==> src/hdl/touch_point_median_debounce_core_macros.svh <==
// ----------------------------------------------------------------------------
// touch point median debounce: assertion macros
// Concurrent checks that compile away when SYNTHESIS is defined.
// ----------------------------------------------------------------------------
`ifndef TOUCH_POINT_MEDIAN_DEBOUNCE_CORE_MACROS_SVH
`define TOUCH_POINT_MEDIAN_DEBOUNCE_CORE_MACROS_SVH

`ifndef SYNTHESIS

// same-cycle implication, off while reset is held
`define TPMD_ASSERT_IMPLIES(label, clk, rst_n, ante, cons) \
    label: assert property (@(posedge clk) disable iff (!(rst_n)) (ante) |-> (cons)) \
        else $error("tpmd check failed");

// next-cycle implication, off while reset is held
`define TPMD_ASSERT_NEXT(label, clk, rst_n, ante, cons) \
    label: assert property (@(posedge clk) disable iff (!(rst_n)) (ante) |=> (cons)) \
        else $error("tpmd check failed");

`else

`define TPMD_ASSERT_IMPLIES(label, clk, rst_n, ante, cons)
`define TPMD_ASSERT_NEXT(label, clk, rst_n, ante, cons)

`endif

`endif

==> src/hdl/tpmd_pkg.sv <==
// ----------------------------------------------------------------------------
// tpmd_pkg
// Shared types, constants and the compare-exchange network of the median lanes.
// ----------------------------------------------------------------------------
package tpmd_pkg;

    localparam int SAMPLE_W    = 16;
    localparam int WIN_DEPTH   = 5;
    localparam int IDX_W       = $clog2(WIN_DEPTH);
    localparam int NUM_LVL     = 5;
    localparam int LVL_W       = $clog2(NUM_LVL);
    localparam int CNT_W       = 4;
    localparam int PRESS_COUNT = 6;

    typedef logic [SAMPLE_W-1:0]                 t_sample;
    typedef logic [WIN_DEPTH-1:0][SAMPLE_W-1:0]  t_win;
    typedef logic [IDX_W-1:0]                    t_idx;
    typedef logic [LVL_W-1:0]                    t_lvl;
    typedef logic [CNT_W-1:0]                    t_cnt;

    localparam t_cnt CNT_LIMIT = t_cnt'(PRESS_COUNT);
    localparam t_idx MED_IDX   = t_idx'(WIN_DEPTH / 2);

    // compare-exchange pairs per level of the five-element network
    localparam t_idx CX_A [NUM_LVL] = '{t_idx'(0), t_idx'(0), t_idx'(0), t_idx'(1), t_idx'(2)};
    localparam t_idx CX_B [NUM_LVL] = '{t_idx'(1), t_idx'(2), t_idx'(1), t_idx'(2), t_idx'(3)};
    localparam t_idx CX_C [NUM_LVL] = '{t_idx'(2), t_idx'(1), t_idx'(2), t_idx'(3), t_idx'(0)};
    localparam t_idx CX_D [NUM_LVL] = '{t_idx'(3), t_idx'(4), t_idx'(3), t_idx'(4), t_idx'(0)};
    // second pair present on every level but the last
    localparam logic [NUM_LVL-1:0] CX_USE2 = 5'b01111;

    // window shift and per-stage load strobes from the pipeline control to a lane
    typedef struct packed {
        logic               shift;
        logic [NUM_LVL-1:0] load;
    } t_lane_ctl;

    // what the lanes and the debounce flag hand to the merge stage
    typedef struct packed {
        t_sample median_x;
        t_sample median_y;
        logic    touch;
    } t_result;

    // order one pair, smaller value to the lower slot
    function automatic t_win cx_pair(input t_win v, input t_idx a, input t_idx b);
        t_win r;
        r = v;
        if (v[a] > v[b]) begin
            r[a] = v[b];
            r[b] = v[a];
        end
        return r;
    endfunction

    // one level of the network; the two pairs of a level are disjoint
    function automatic t_win cx_level(input t_win v, input t_lvl lvl);
        t_win r;
        r = cx_pair(v, CX_A[lvl], CX_B[lvl]);
        if (CX_USE2[lvl]) begin
            r = cx_pair(r, CX_C[lvl], CX_D[lvl]);
        end
        return r;
    endfunction

endpackage

==> src/hdl/touch_point_median_debounce_core.sv <==
// Path: a word accepted at the input passes the five sort stages, then the
// output register. Throughput: one word per cycle while o_stall is low; the
// X and Y lanes sort in parallel and each network level has its own register
// stage, so nothing is shared.
// Reset (synchronous, active low): windows and press counter clear to zero,
// all stages and the output go empty.
// ----------------------------------------------------------------------------
// touch_point_median_debounce_core
// Five-tap sliding median of X and Y touch samples with pen-down debounce.
// ----------------------------------------------------------------------------
`include "touch_point_median_debounce_core_macros.svh"

module touch_point_median_debounce_core import tpmd_pkg::*; (
    input  logic    i_clk,
    input  logic    i_rst_n,
    input  logic    i_valid,
    output logic    o_stall,
    input  logic    i_pen_down,
    input  t_sample i_sample_x,
    input  t_sample i_sample_y,
    output logic    o_valid,
    input  logic    i_stall,
    output t_sample o_median_x,
    output t_sample o_median_y,
    output logic    o_touch_valid
);

    logic [NUM_LVL-1:0] r_vld;
    logic [NUM_LVL-1:0] r_tv;
    logic [NUM_LVL-1:0] w_rdy;
    logic [NUM_LVL-1:0] w_vin;
    logic               w_mrdy;
    logic               w_accept;
    t_cnt               r_cnt;
    t_cnt               n_cnt;
    logic               n_touch;
    t_lane_ctl          w_ctl;
    t_result            w_res;

    // ready chain from the output register back to the input
    always_comb begin
        w_rdy[NUM_LVL-1] = !r_vld[NUM_LVL-1] || w_mrdy;
        for (int k = NUM_LVL - 2; k >= 0; k--) begin
            w_rdy[k] = !r_vld[k] || w_rdy[k+1];
        end
    end

    // stage input valids and load strobes
    always_comb begin
        w_vin[0] = i_valid;
        for (int k = 1; k < NUM_LVL; k++) begin
            w_vin[k] = r_vld[k-1];
        end
        w_ctl.load  = w_rdy & w_vin;
        w_ctl.shift = w_ctl.load[0];
    end

    assign w_accept = i_valid && w_rdy[0];
    assign o_stall  = !w_rdy[0];

    // stage valids
    always_ff @(posedge i_clk) begin
        if (!i_rst_n) begin
            r_vld <= '0;
        end else begin
            for (int k = 0; k < NUM_LVL; k++) begin
                if (w_rdy[k]) begin
                    r_vld[k] <= w_vin[k];
                end
            end
        end
    end

    // press counter: clear on pen up, count up to the limit and hold
    always_comb begin
        priority if (!i_pen_down) begin
            n_cnt = '0;
        end else if (r_cnt < CNT_LIMIT) begin
            n_cnt = r_cnt + t_cnt'(1);
        end else begin
            n_cnt = r_cnt;
        end
        n_touch = (n_cnt >= CNT_LIMIT);
    end

    always_ff @(posedge i_clk) begin
        if (!i_rst_n) begin
            r_cnt <= '0;
        end else if (w_accept) begin
            r_cnt <= n_cnt;
        end
    end

    // touch flag rides along with the sort stages
    always_ff @(posedge i_clk) begin
        for (int k = 0; k < NUM_LVL; k++) begin
            if (w_ctl.load[k]) begin
                r_tv[k] <= (k == 0) ? n_touch : r_tv[(k == 0) ? 0 : k - 1];
            end
        end
    end

    // median lanes
    tpmd_lane u_lane_x (
        .i_clk    (i_clk),
        .i_rst_n  (i_rst_n),
        .i_ctl    (w_ctl),
        .i_sample (i_sample_x),
        .o_median (w_res.median_x)
    );

    tpmd_lane u_lane_y (
        .i_clk    (i_clk),
        .i_rst_n  (i_rst_n),
        .i_ctl    (w_ctl),
        .i_sample (i_sample_y),
        .o_median (w_res.median_y)
    );

    assign w_res.touch = r_tv[NUM_LVL-1];

    // merge and output register
    tpmd_merge u_merge (
        .i_clk         (i_clk),
        .i_rst_n       (i_rst_n),
        .i_vld         (r_vld[NUM_LVL-1]),
        .i_res         (w_res),
        .i_stall       (i_stall),
        .o_ready       (w_mrdy),
        .o_valid       (o_valid),
        .o_median_x    (o_median_x),
        .o_median_y    (o_median_y),
        .o_touch_valid (o_touch_valid)
    );

    // checks
    `TPMD_ASSERT_NEXT(a_cnt_clear, i_clk, i_rst_n, w_accept && !i_pen_down, r_cnt == '0)
    `TPMD_ASSERT_IMPLIES(a_cnt_limit, i_clk, i_rst_n, 1'b1, r_cnt <= CNT_LIMIT)
    `TPMD_ASSERT_IMPLIES(a_stall_full, i_clk, i_rst_n, o_stall, (&r_vld) && !w_mrdy)
    `TPMD_ASSERT_NEXT(a_last_hold, i_clk, i_rst_n, r_vld[NUM_LVL-1] && !w_mrdy, r_vld[NUM_LVL-1])

endmodule

==> src/hdl/tpmd_lane.sv <==
// ----------------------------------------------------------------------------
// tpmd_lane
// One sample history window with a pipelined compare-exchange sort, one
// network level per register stage; gives the median of the window.
// ----------------------------------------------------------------------------
module tpmd_lane import tpmd_pkg::*; (
    input  logic      i_clk,
    input  logic      i_rst_n,
    input  t_lane_ctl i_ctl,
    input  t_sample   i_sample,
    output t_sample   o_median
);

    t_win r_win;
    t_win n_win;
    t_win r_lvl [NUM_LVL];
    t_win w_lvl_in [NUM_LVL];

    // oldest entry drops out, new sample enters at the top
    always_comb begin
        n_win                = r_win;
        n_win[WIN_DEPTH-2:0] = r_win[WIN_DEPTH-1:1];
        n_win[WIN_DEPTH-1]   = i_sample;
    end

    // history window
    always_ff @(posedge i_clk) begin
        if (!i_rst_n) begin
            r_win <= '0;
        end else if (i_ctl.shift) begin
            r_win <= n_win;
        end
    end

    // network level inputs: first level sorts the freshly shifted window
    always_comb begin
        w_lvl_in[0] = cx_level(n_win, t_lvl'(0));
        for (int k = 1; k < NUM_LVL; k++) begin
            w_lvl_in[k] = cx_level(r_lvl[k-1], t_lvl'(k));
        end
    end

    // sort stages
    always_ff @(posedge i_clk) begin
        for (int k = 0; k < NUM_LVL; k++) begin
            if (i_ctl.load[k]) begin
                r_lvl[k] <= w_lvl_in[k];
            end
        end
    end

    assign o_median = r_lvl[NUM_LVL-1][MED_IDX];

endmodule

==> src/hdl/tpmd_merge.sv <==
// ----------------------------------------------------------------------------
// tpmd_merge
// Joins the two lane medians and the touch flag into the output word and
// holds it in the output register until the consumer takes it.
// ----------------------------------------------------------------------------
module tpmd_merge import tpmd_pkg::*; (
    input  logic    i_clk,
    input  logic    i_rst_n,
    input  logic    i_vld,
    input  t_result i_res,
    input  logic    i_stall,
    output logic    o_ready,
    output logic    o_valid,
    output t_sample o_median_x,
    output t_sample o_median_y,
    output logic    o_touch_valid
);

    logic    r_vld;
    t_result r_res;

    // free when empty or when the held word leaves this cycle
    assign o_ready = !r_vld || !i_stall;

    // output valid
    always_ff @(posedge i_clk) begin
        if (!i_rst_n) begin
            r_vld <= 1'b0;
        end else if (o_ready) begin
            r_vld <= i_vld;
        end
    end

    // output word
    always_ff @(posedge i_clk) begin
        if (o_ready && i_vld) begin
            r_res <= i_res;
        end
    end

    assign o_valid       = r_vld;
    assign o_median_x    = r_res.median_x;
    assign o_median_y    = r_res.median_y;
    assign o_touch_valid = r_res.touch;

endmodule
==> config.mk <==
export PLATFORM = sky130hd
export DESIGN_NAME = touch_point_median_debounce_core
export DESIGN_NICKNAME = d
export VERILOG_FILES = /design/src/hdl/tpmd_pkg.sv /design/src/hdl/touch_point_median_debounce_core.sv /design/src/hdl/tpmd_lane.sv /design/src/hdl/tpmd_merge.sv
export VERILOG_INCLUDE_DIRS = /design/src /design/src/hdl
export SDC_FILE = /design/constraint.sdc
export NUM_CORES = 1
export LEC_CHECK = 0
export ABC_AREA = 1
export BUFFER_PORTS_ARGS = -buffer_cell sky130_fd_sc_hd__clkbuf_2
export CAP_MARGIN = 20
export CORE_MARGIN = 3
export CORE_UTILIZATION = 42
export DETAILED_ROUTE_END_ITERATION = 8
export SYNTH_ARGS = -nofsm -noshare
export SYNTH_HDL_FRONTEND = slang
export SYNTH_SLANG_ARGS = --single-unit
==> constraint.sdc <==
create_clock -name i_clk -period 10.05 [get_ports i_clk]
set_input_delay 0.5025 -clock i_clk [delete_from_list [all_inputs] [get_ports i_clk]]
set_output_delay 0.5025 -clock i_clk [all_outputs]
set_load 0.005 [all_outputs]
* Yosys cells after proc, flatten, opt, wreduce, memory -nomap -nowiden
Memory sizes are Yosys's and may differ from the RTL's. A register that Yosys moved wholly into a read port is not among the register bits. Index checks and enable logic that the tools add are counted.
Word-level totals: memories 2, register bits after elaboration 144, input bits 37, output and inout bits 35, word-level logic and storage cells 95, RAM bits 800
Memories:
- u_lane_x.r_lvl | depth 5, width 80, rd ports 5, clocked after memory_dff 1, write ports 5, line tpmd_lane.sv:16 | t_win r_lvl [NUM_LVL];
- u_lane_y.r_lvl | depth 5, width 80, rd ports 5, clocked after memory_dff 1, write ports 5, line tpmd_lane.sv:16
Cells by class: reductions and logical operators 16, $add $sub $neg 1, bitwise logic cells 1, mux-type cells 34, order comparisons 20
Operators by type and width (count):
- $mux W32 | 14
- $gt A16 B16 Y1 | 18
- $mux W16 | 8
- $mux W1 | 10
- $logic_not A1 Y1 | 8
- $mux W4 | 2
- $logic_or A1 B1 Y1 | 6
- $and A5 B5 Y5 | 1
- $add A4 B1 Y4 const B | 1
- $ge A4 B3 Y1 const B | 1
- $lt A4 B3 Y1 const B | 1
- $logic_and A1 B1 Y1 | 2

* Longest topological paths before layout
Gate-level depths: netlist (run 1).
depth after elaboration 10, depth in mapped cells 15, gate-level depth less buffers 14

* By module
A second synthesis (run 1) with hierarchy kept.
Second synthesis, totals: cell total of the unflattened synthesis 3856, area total of the unflattened synthesis 36837.8 um2
By module, submodules not included:
- tpmd_lane | area an instance 17575.6 um2, cells each 1871, sequential area each 9449.1 um2, times used 2
- tpmd_merge | area an instance 1038.5 um2, cells each 39, sequential area each 1011.0 um2, times used 1
- touch_point_median_debounce_core | area an instance 648.1 um2, cells each 75, sequential area each 330.3 um2, times used 1

* Least setup slack after synthesis (run 1)
OpenSTA, ideal clock, no wires.
kind input port to flip-flop, start input port i_stall, end register r_tv[2] (enable), buffers on the path 0, cell stages on the path 5, data required time 9.431 ns, setup slack 3.262 ns, library setup time 0.619 ns, arrival 6.168 ns, cell sequence nand2_1 > nor2_4 > nand2_2 > nor2_4 > nor2_1
RTL lines:
- from (decl) | line touch_point_median_debounce_core.sv:22 | input logic i_stall,
- to (signal, indexed assignment) | line touch_point_median_debounce_core.sv:98 | r_tv[k] <= (k == 0) ? n_touch : r_tv[(k == 0) ? 0 : k - 1];
- to (decl) | line touch_point_median_debounce_core.sv:29 | logic [NUM_LVL-1:0] r_tv;

==> metrics.md, run 1 <==
| Metric | Value |
|---|---|
| Detailed Route Iter0 Violations | `1812` |
| Delay-heaviest family, CP | `simple AND/OR/NAND/NOR gates` |
| CP Cell Sequence | `inv_1 -> ha_1 -> nand4_1 -> nor3_1 -> nand2_1 -> nand2_1 -> nand2_1 -> nand2_1 -> nand2_1` |
| Final Hold Viols | `0` |
| CTS tree | `yes` |
| Largest net degree at the start of global routing | `150` |
| Vias in the first global route | `23800` |
| Register area share after synthesis | `0.558` |
| Setup WS pre-CTS | `5630 ps` |
| All-Layer GR Usage | `0.171` |
| Syn Nets | `4275` |
| Crit path top cell by count | `nand2_1` |
| Die area | `0.0900 sq mm` |
| CP Buf/Inv Count | `1` |
| Post_cts resized | `0` |
| Top Ports | `72` |
| P&R area growth vs syn | `11.1%` |
| Final Cell Area | `0.0403 sq mm` |
| Initial core utilization | `0.425` |
| # port buffers | `71` |
| Num rows | `107` |
| Crit path arrival time | `4100 ps` |
| Synth warn | `0` |
| Antenna-violating nets left | `0` |
| PD cells | `191 mW/mm^2` |
| Die H | `300 um` |
| Hold_buf cts | `0` |
| WL/cell | `14.7 um` |
| RSZ-0062 raised after global routing | `false` |
| Post-synth EDFFs | `582` |
| Peak VDD IR | `0.143 mV` |
| Status | `complete, no violations` |
| Area of the core | `0.0854 sq mm` |
| Root Driver | `clkbuf_16` |
| Via density | `4.90` |
| Async SR Flop Fraction | `0` |
| Critical path type | `reg2reg` |
| Crit path max-delay cell type | `nand2_1` |
| Slowest Stage Delay on Critical Path | `920 ps` |
| Routability congestion estimate | `0.817` |
| Worst-path clk slew | `60 ps` |
| CTS Buffer Depth | `3` |
| CP Max Fanout | `33` |
| Post-CTS Setup Bufs | `0` |
| Filler cell count | `8044` |
| Drt pass-1 iters | `6` |
| Final setup TNS | `0 ps` |
| Synth cell types | `26` |
| Vias | `25400` |
| Reported max-cap violation count | `0` |
| HP Class | `in2reg` |
| Setup crit start kind | `flip-flop` |
| Setup WS post-layout | `6290 ps` |
| Max Slew Vio Count | `0` |
| Max_slew headroom | `0.293` |
| Top-count cell post-synth | `nand2_1` |
| Initial antenna violation count | `2` |
| Syn Inst Count | `3949` |
| Critical path endpoint category | `flip-flop` |
| Post-route clock period utilization | `0.374` |
| Remaining Overflow, GRT | `0` |
| DRC violations left | `0` |
| TritonCTS Buffers | `78` |
| #FFs+latches synth | `720` |
| Layout cells sized above 1 | `0.0647` |
| Required time worst endpoint | `10390 ps` |
| Cell Count, Final, Fillers Out | `5181` |
| Htree depth | `3` |
| Die width | `300 um` |
| Syn Area/Cell | `9.19 sq um` |
| Worst Skew | `25.3 ps` |
| Largest area contributor in the netlist | `edfxtp_1` |
| P_leak | `18.4 nW` |
| Final setup fails | `0` |
| Fmax | `266 MHz` |
| Post-Route WL | `76200 um` |
| Dpl cells | `5030` |
| Top-area cell type share of the netlist area | `0.481` |
| First-pass GRT wire length | `125000 um` |
| Top cells by area, synth | `edfxtp_1 (48%), nand2_1 (13%), ha_1 (10%), dfxtp_1 (7.6%), nand3_1 (6.7%)` |
| Minimum clock period | `3760 ps` |
| Hold Slack | `84.6 ps` |
| Post-DP HPWL | `56100 um` |
| Post-layout nets | `4298` |
| Clock latency at the later pin of the worst-skew pair | `620 ps` |
| Syn Std Cell Area | `0.0363 sq mm` |
| Commonest cells in the netlist | `nand2_1 (1238), edfxtp_1 (582), nand3_1 (485), inv_1 (380), nor2_1 (320)` |
| Clk sink count | `720` |
| Post-synth top flop | `edfxtp_1` |
| Slew @ Worst Pin | `1060 ps` |
| Post-DP Area | `0.0375 sq mm` |
| R2r setup slk | `6290 ps` |
==> logic make-up after synthesis <==
logic type / share of synthesized area
flops: 0.558
simple gates: 0.241
compound gates: 0.0405
buf+inv: 0.0611
fa+ha+maj: 0.0996
==> sequential cells by signal, summed over array words and instances (netlist names) <==
name	cells
u_merge.o_touch_valid	1
u_merge.o_valid	1
u_lane_y.n_win	64
u_lane_y.r_lvl	272
u_merge.o_median_x	16
u_lane_x.n_win	64
r_tv	5
u_merge.o_median_y	16
u_lane_x.r_lvl	272
r_cnt	4
r_vld	5
==> placed cells by master (no fill, tap or decap), drive strengths merged <==
cell and n:
or2 1, nor2 359, nand3 486, nor3 13, nand2 1240, edfxtp 582
clkinvlp 5, ha 289, inv 386, clkbuf 173, nand4 19, o21ai 148
buf 29, a21o 18, o211ai 1, bufinv 12, a21oi 117, clkinv 20
diode 1, dfxtp 138
==> final cells by class <==
type | instances | area, sq um | share of cell area
sequential | 720 | 20200 | 0.502
multi-input combinational | 2691 | 13900 | 0.344
clock buffer | 103 | 2120 | 0.0525
inverter | 382 | 1450 | 0.0359
tap | 1144 | 1430 | 0.0355
timing repair buffer | 99 | 651 | 0.0161
clock inverter | 41 | 568 | 0.0141
antenna | 1 | 2.50 | 0.0000621
==> worst register-to-register path, stage by stage (launching register included) <==
cell	delay [ps]
edfxtp_1	470
inv_1	80
ha_1	280
nand4_1	90
nor3_1	400
nand2_1	100
nand2_1	770
nand2_1	930
nand2_1	250
nand2_1	120
==> path summary, 6_finish.rpt <==
| check | cells past startpoint | start | end |
|---|---|---|---|
| worst max-delay path | 9 | u_lane_x.r_lvl[0][72] | u_lane_x.r_lvl[1][79] |
| worst min-delay path | 1 | i_sample_x[1] | u_lane_x.r_lvl[0][65] |
| worst max register to register | 9 | u_lane_x.r_lvl[0][72] | u_lane_x.r_lvl[1][79] |
| worst min register to register | 0 | u_lane_x.r_lvl[1][76] | u_lane_x.r_lvl[2][76] |
==> per-layer routing <==
layer	up-vias	routed length, um	GRT usage
met4	0	1280	0.0410
li1	13200	-	-
met2	447	32300	0.258
met3	86	3270	0.0261
met1	11600	39400	0.258
met5	-	0	0
==> power by group <==
part	internal (W)	switching (W)	leakage, nW
Sequential	0.00350	0.000171	6.69
Clock	0.00181	0.00117	1.29
Combinational	0.000344	0.000699	10.4
==> through the flow <==
stage               power [W]   util
finish                0.00769  0.472
floorplan             0.00446      -
detailed placement    0.00476  0.439
global route          0.00810  0.472
global placement      0.00473  0.439
CTS                   0.00776  0.471
(Power assumes the default switching activity.)
==> run 2, diff against run 1 <==
==> constraint.sdc (replaced) <==
create_clock -name i_clk -period 3.2 [get_ports i_clk]
set_input_delay 0.16 -clock i_clk [delete_from_list [all_inputs] [get_ports i_clk]]
set_output_delay 0.16 -clock i_clk [all_outputs]
set_load 0.005 [all_outputs]
==> metrics.md, run 2 (synthesis gave the netlist of run 1 again) <==
| Metric | Value |
|---|---|
| FF-to-FF path depth | `9 (unchanged)` |
| Largest net degree at the start of global routing | `162 (was 150)` |
| Filler cell count | `7844 (was 8044)` |
| Routability congestion estimate | `0.847 (was 0.817)` |
| CTS tree | `yes (unchanged)` |
| Die width | `300 um (unchanged)` |
| Metal2 WL | `33600 um (was 32300 um)` |
| Area of the core | `0.0854 sq mm (unchanged)` |
| Die area | `0.0900 sq mm (unchanged)` |
| # port buffers | `71 (unchanged)` |
| Max_slew headroom | `0.442 (was 0.293)` |
| Status | `complete, no violations (unchanged)` |
| Clk sink count | `720 (unchanged)` |
| Num rows | `107 (unchanged)` |
| RSZ-0062 raised after global routing | `false (unchanged)` |
| Peak VDD IR | `0.391 mV (was 0.143 mV)` |
| Crit path arrival time | `3000 ps (was 4100 ps)` |
| Antenna-violating nets left | `0 (unchanged)` |
| Detailed Route Iter0 Violations | `2135 (was 1812)` |
| Metal3 WL | `3620 um (was 3270 um)` |
| Initial antenna violation count | `1 (was 2)` |
| Metal-1 WL | `40700 um (was 39400 um)` |
| Post-route clock period utilization | `0.786 (was 0.374)` |
| Drt pass-1 iters | `5 (was 6)` |
| Util after Layout | `0.481 (was 0.472)` |
| Worst Skew | `21.1 ps (was 25.3 ps)` |
| Minimum clock period | `2510 ps (was 3760 ps)` |
| P_leak | `18.8 nW (was 18.4 nW)` |
| Post-CTS Setup Bufs | `0 (unchanged)` |
| Most common cell after layout, fill and taps aside | `nand2_1 (unchanged)` |
| Hold Path Depth | `2 (was 1)` |
| Post-DP HPWL | `58000 um (was 56100 um)` |
| Register area | `0.0202 sq mm (about the same)` |
| DRC violations left | `0 (unchanged)` |
| Hold_buf cts | `36 (was 0)` |
| P&R area growth vs syn | `13.2% (was 11.1%)` |
| Clock latency at the later pin of the worst-skew pair | `640 ps (was 620 ps)` |
| Initial core utilization | `0.425 (unchanged)` |
| WL/cell | `15.2 um (was 14.7 um)` |
| Multi-input logic area | `0.0139 sq mm (about the same)` |
| Layout cells sized above 1 | `0.0756 (was 0.0647)` |
| All-Layer GR Usage | `0.178 (was 0.171)` |
| TritonCTS Buffers | `80 (was 78)` |
| CTS Buffer Depth | `3 (unchanged)` |
| Root Driver | `clkbuf_16 (unchanged)` |
| Post-layout nets | `4374 (was 4298)` |
| First-pass GRT wire length | `129000 um (was 125000 um)` |
| Largest registers | `u_lane_x.r_lvl x272, u_lane_y.r_lvl x272 (unchanged)` |
| Final Hold Viols | `0 (unchanged)` |
| Final setup fails | `0 (unchanged)` |
| Max Slew Vio Count | `0 (unchanged)` |
| Die H | `300 um (unchanged)` |
| DR top layer | `met5 (was met4)` |
| Cell Count, Final, Fillers Out | `5258 (was 5181)` |
| Fmax | `398 MHz (was 266 MHz)` |
| Vias in the first global route | `24000 (was 23800)` |
| Reported max-cap violation count | `0 (unchanged)` |
| Required time worst endpoint | `3680 ps (was 10390 ps)` |
| Top Ports | `72 (unchanged)` |
| Post_cts resized | `0 (unchanged)` |
| Vias | `25700 (was 25400)` |
| # diodes | `0 (was 1)` |
| CP Max Fanout | `33 (unchanged)` |
| Commonest cells after routing, fill and taps aside | `nand2_1 (1235), edfxtp_1 (582), nand3_1 (485) (was nand2_1 (1238), edfxtp_1 (582), nand3_1 (485))` |
| Post-Route WL | `79700 um (was 76200 um)` |
| Via density | `4.88 (was 4.90)` |
| Critical path endpoint category | `flip-flop (unchanged)` |
| Slew @ Worst Pin | `837 ps (was 1060 ps)` |
| PD cells | `596 mW/mm^2 (was 191 mW/mm^2)` |
| Htree depth | `3 (unchanged)` |
| Worst-path clk slew | `60 ps (about the same)` |
| HP Class | `in2reg (unchanged)` |
| Setup crit start kind | `flip-flop (unchanged)` |
| Remaining Overflow, GRT | `0 (unchanged)` |
| Critical path type | `reg2reg (unchanged)` |
| Dpl cells | `5073 (was 5030)` |
run 2: power breakdown:
part           total, W  internal [W]  switching (W)
combinational   0.00331       0.00114        0.00217
sequential       0.0116        0.0110       0.000573
clock           0.00962       0.00580        0.00382
run 2: cell type report:
type                            instances  area share
Inverter                              382      0.0352
Clock inverter                         50      0.0163
Timing Repair Buffer                  173      0.0319
Sequential cell                       720       0.493
Clock buffer                           98      0.0513
Multi-Input combinational cell       2691       0.338
Tap cell                             1144      0.0348
run 2: worst paths after layout:
path | to | slack [ps] | from
worst min-delay path | u_lane_x.r_lvl[0][67] | 260 | i_sample_x[3]
worst max-delay path | u_lane_y.r_lvl[1][75] | 690 | u_lane_y.r_lvl[0][31]
worst min register to register | u_merge.o_median_y[2] | 410 | u_lane_y.r_lvl[4][34]
worst max register to register | u_lane_y.r_lvl[1][75] | 690 | u_lane_y.r_lvl[0][31]
run 2: per-stage QoR:
step	TNS, ps	setup slack, ps	area (sq um)	total power [W]	hold WS, ps
floorplan	-81220	-504	36300	0.0140	259
global placement	0	734	37900	0.0149	353
detailed placement	0	758	37900	0.0150	352
CTS	0	724	41100	0.0248	221
global route	0	508	41100	0.0258	261
finish	0	686	41100	0.0245	257
run 2: worst max-delay path: stages (launching register included):
cell	delay [ps]
edfxtp_1	490
ha_1	350
nand2_1	80
nor3_1	420
nand3_1	130
buf_4	270
nand2_1	100
buf_4	300
nand2_1	80
nand2_1	130
run 2: layer usage:
layer,up-vias,GRT usage
met5,-,0
met4,2,0.0545
met3,107,0.0247
met2,496,0.264
met1,11700,0.270
li1,13300,-
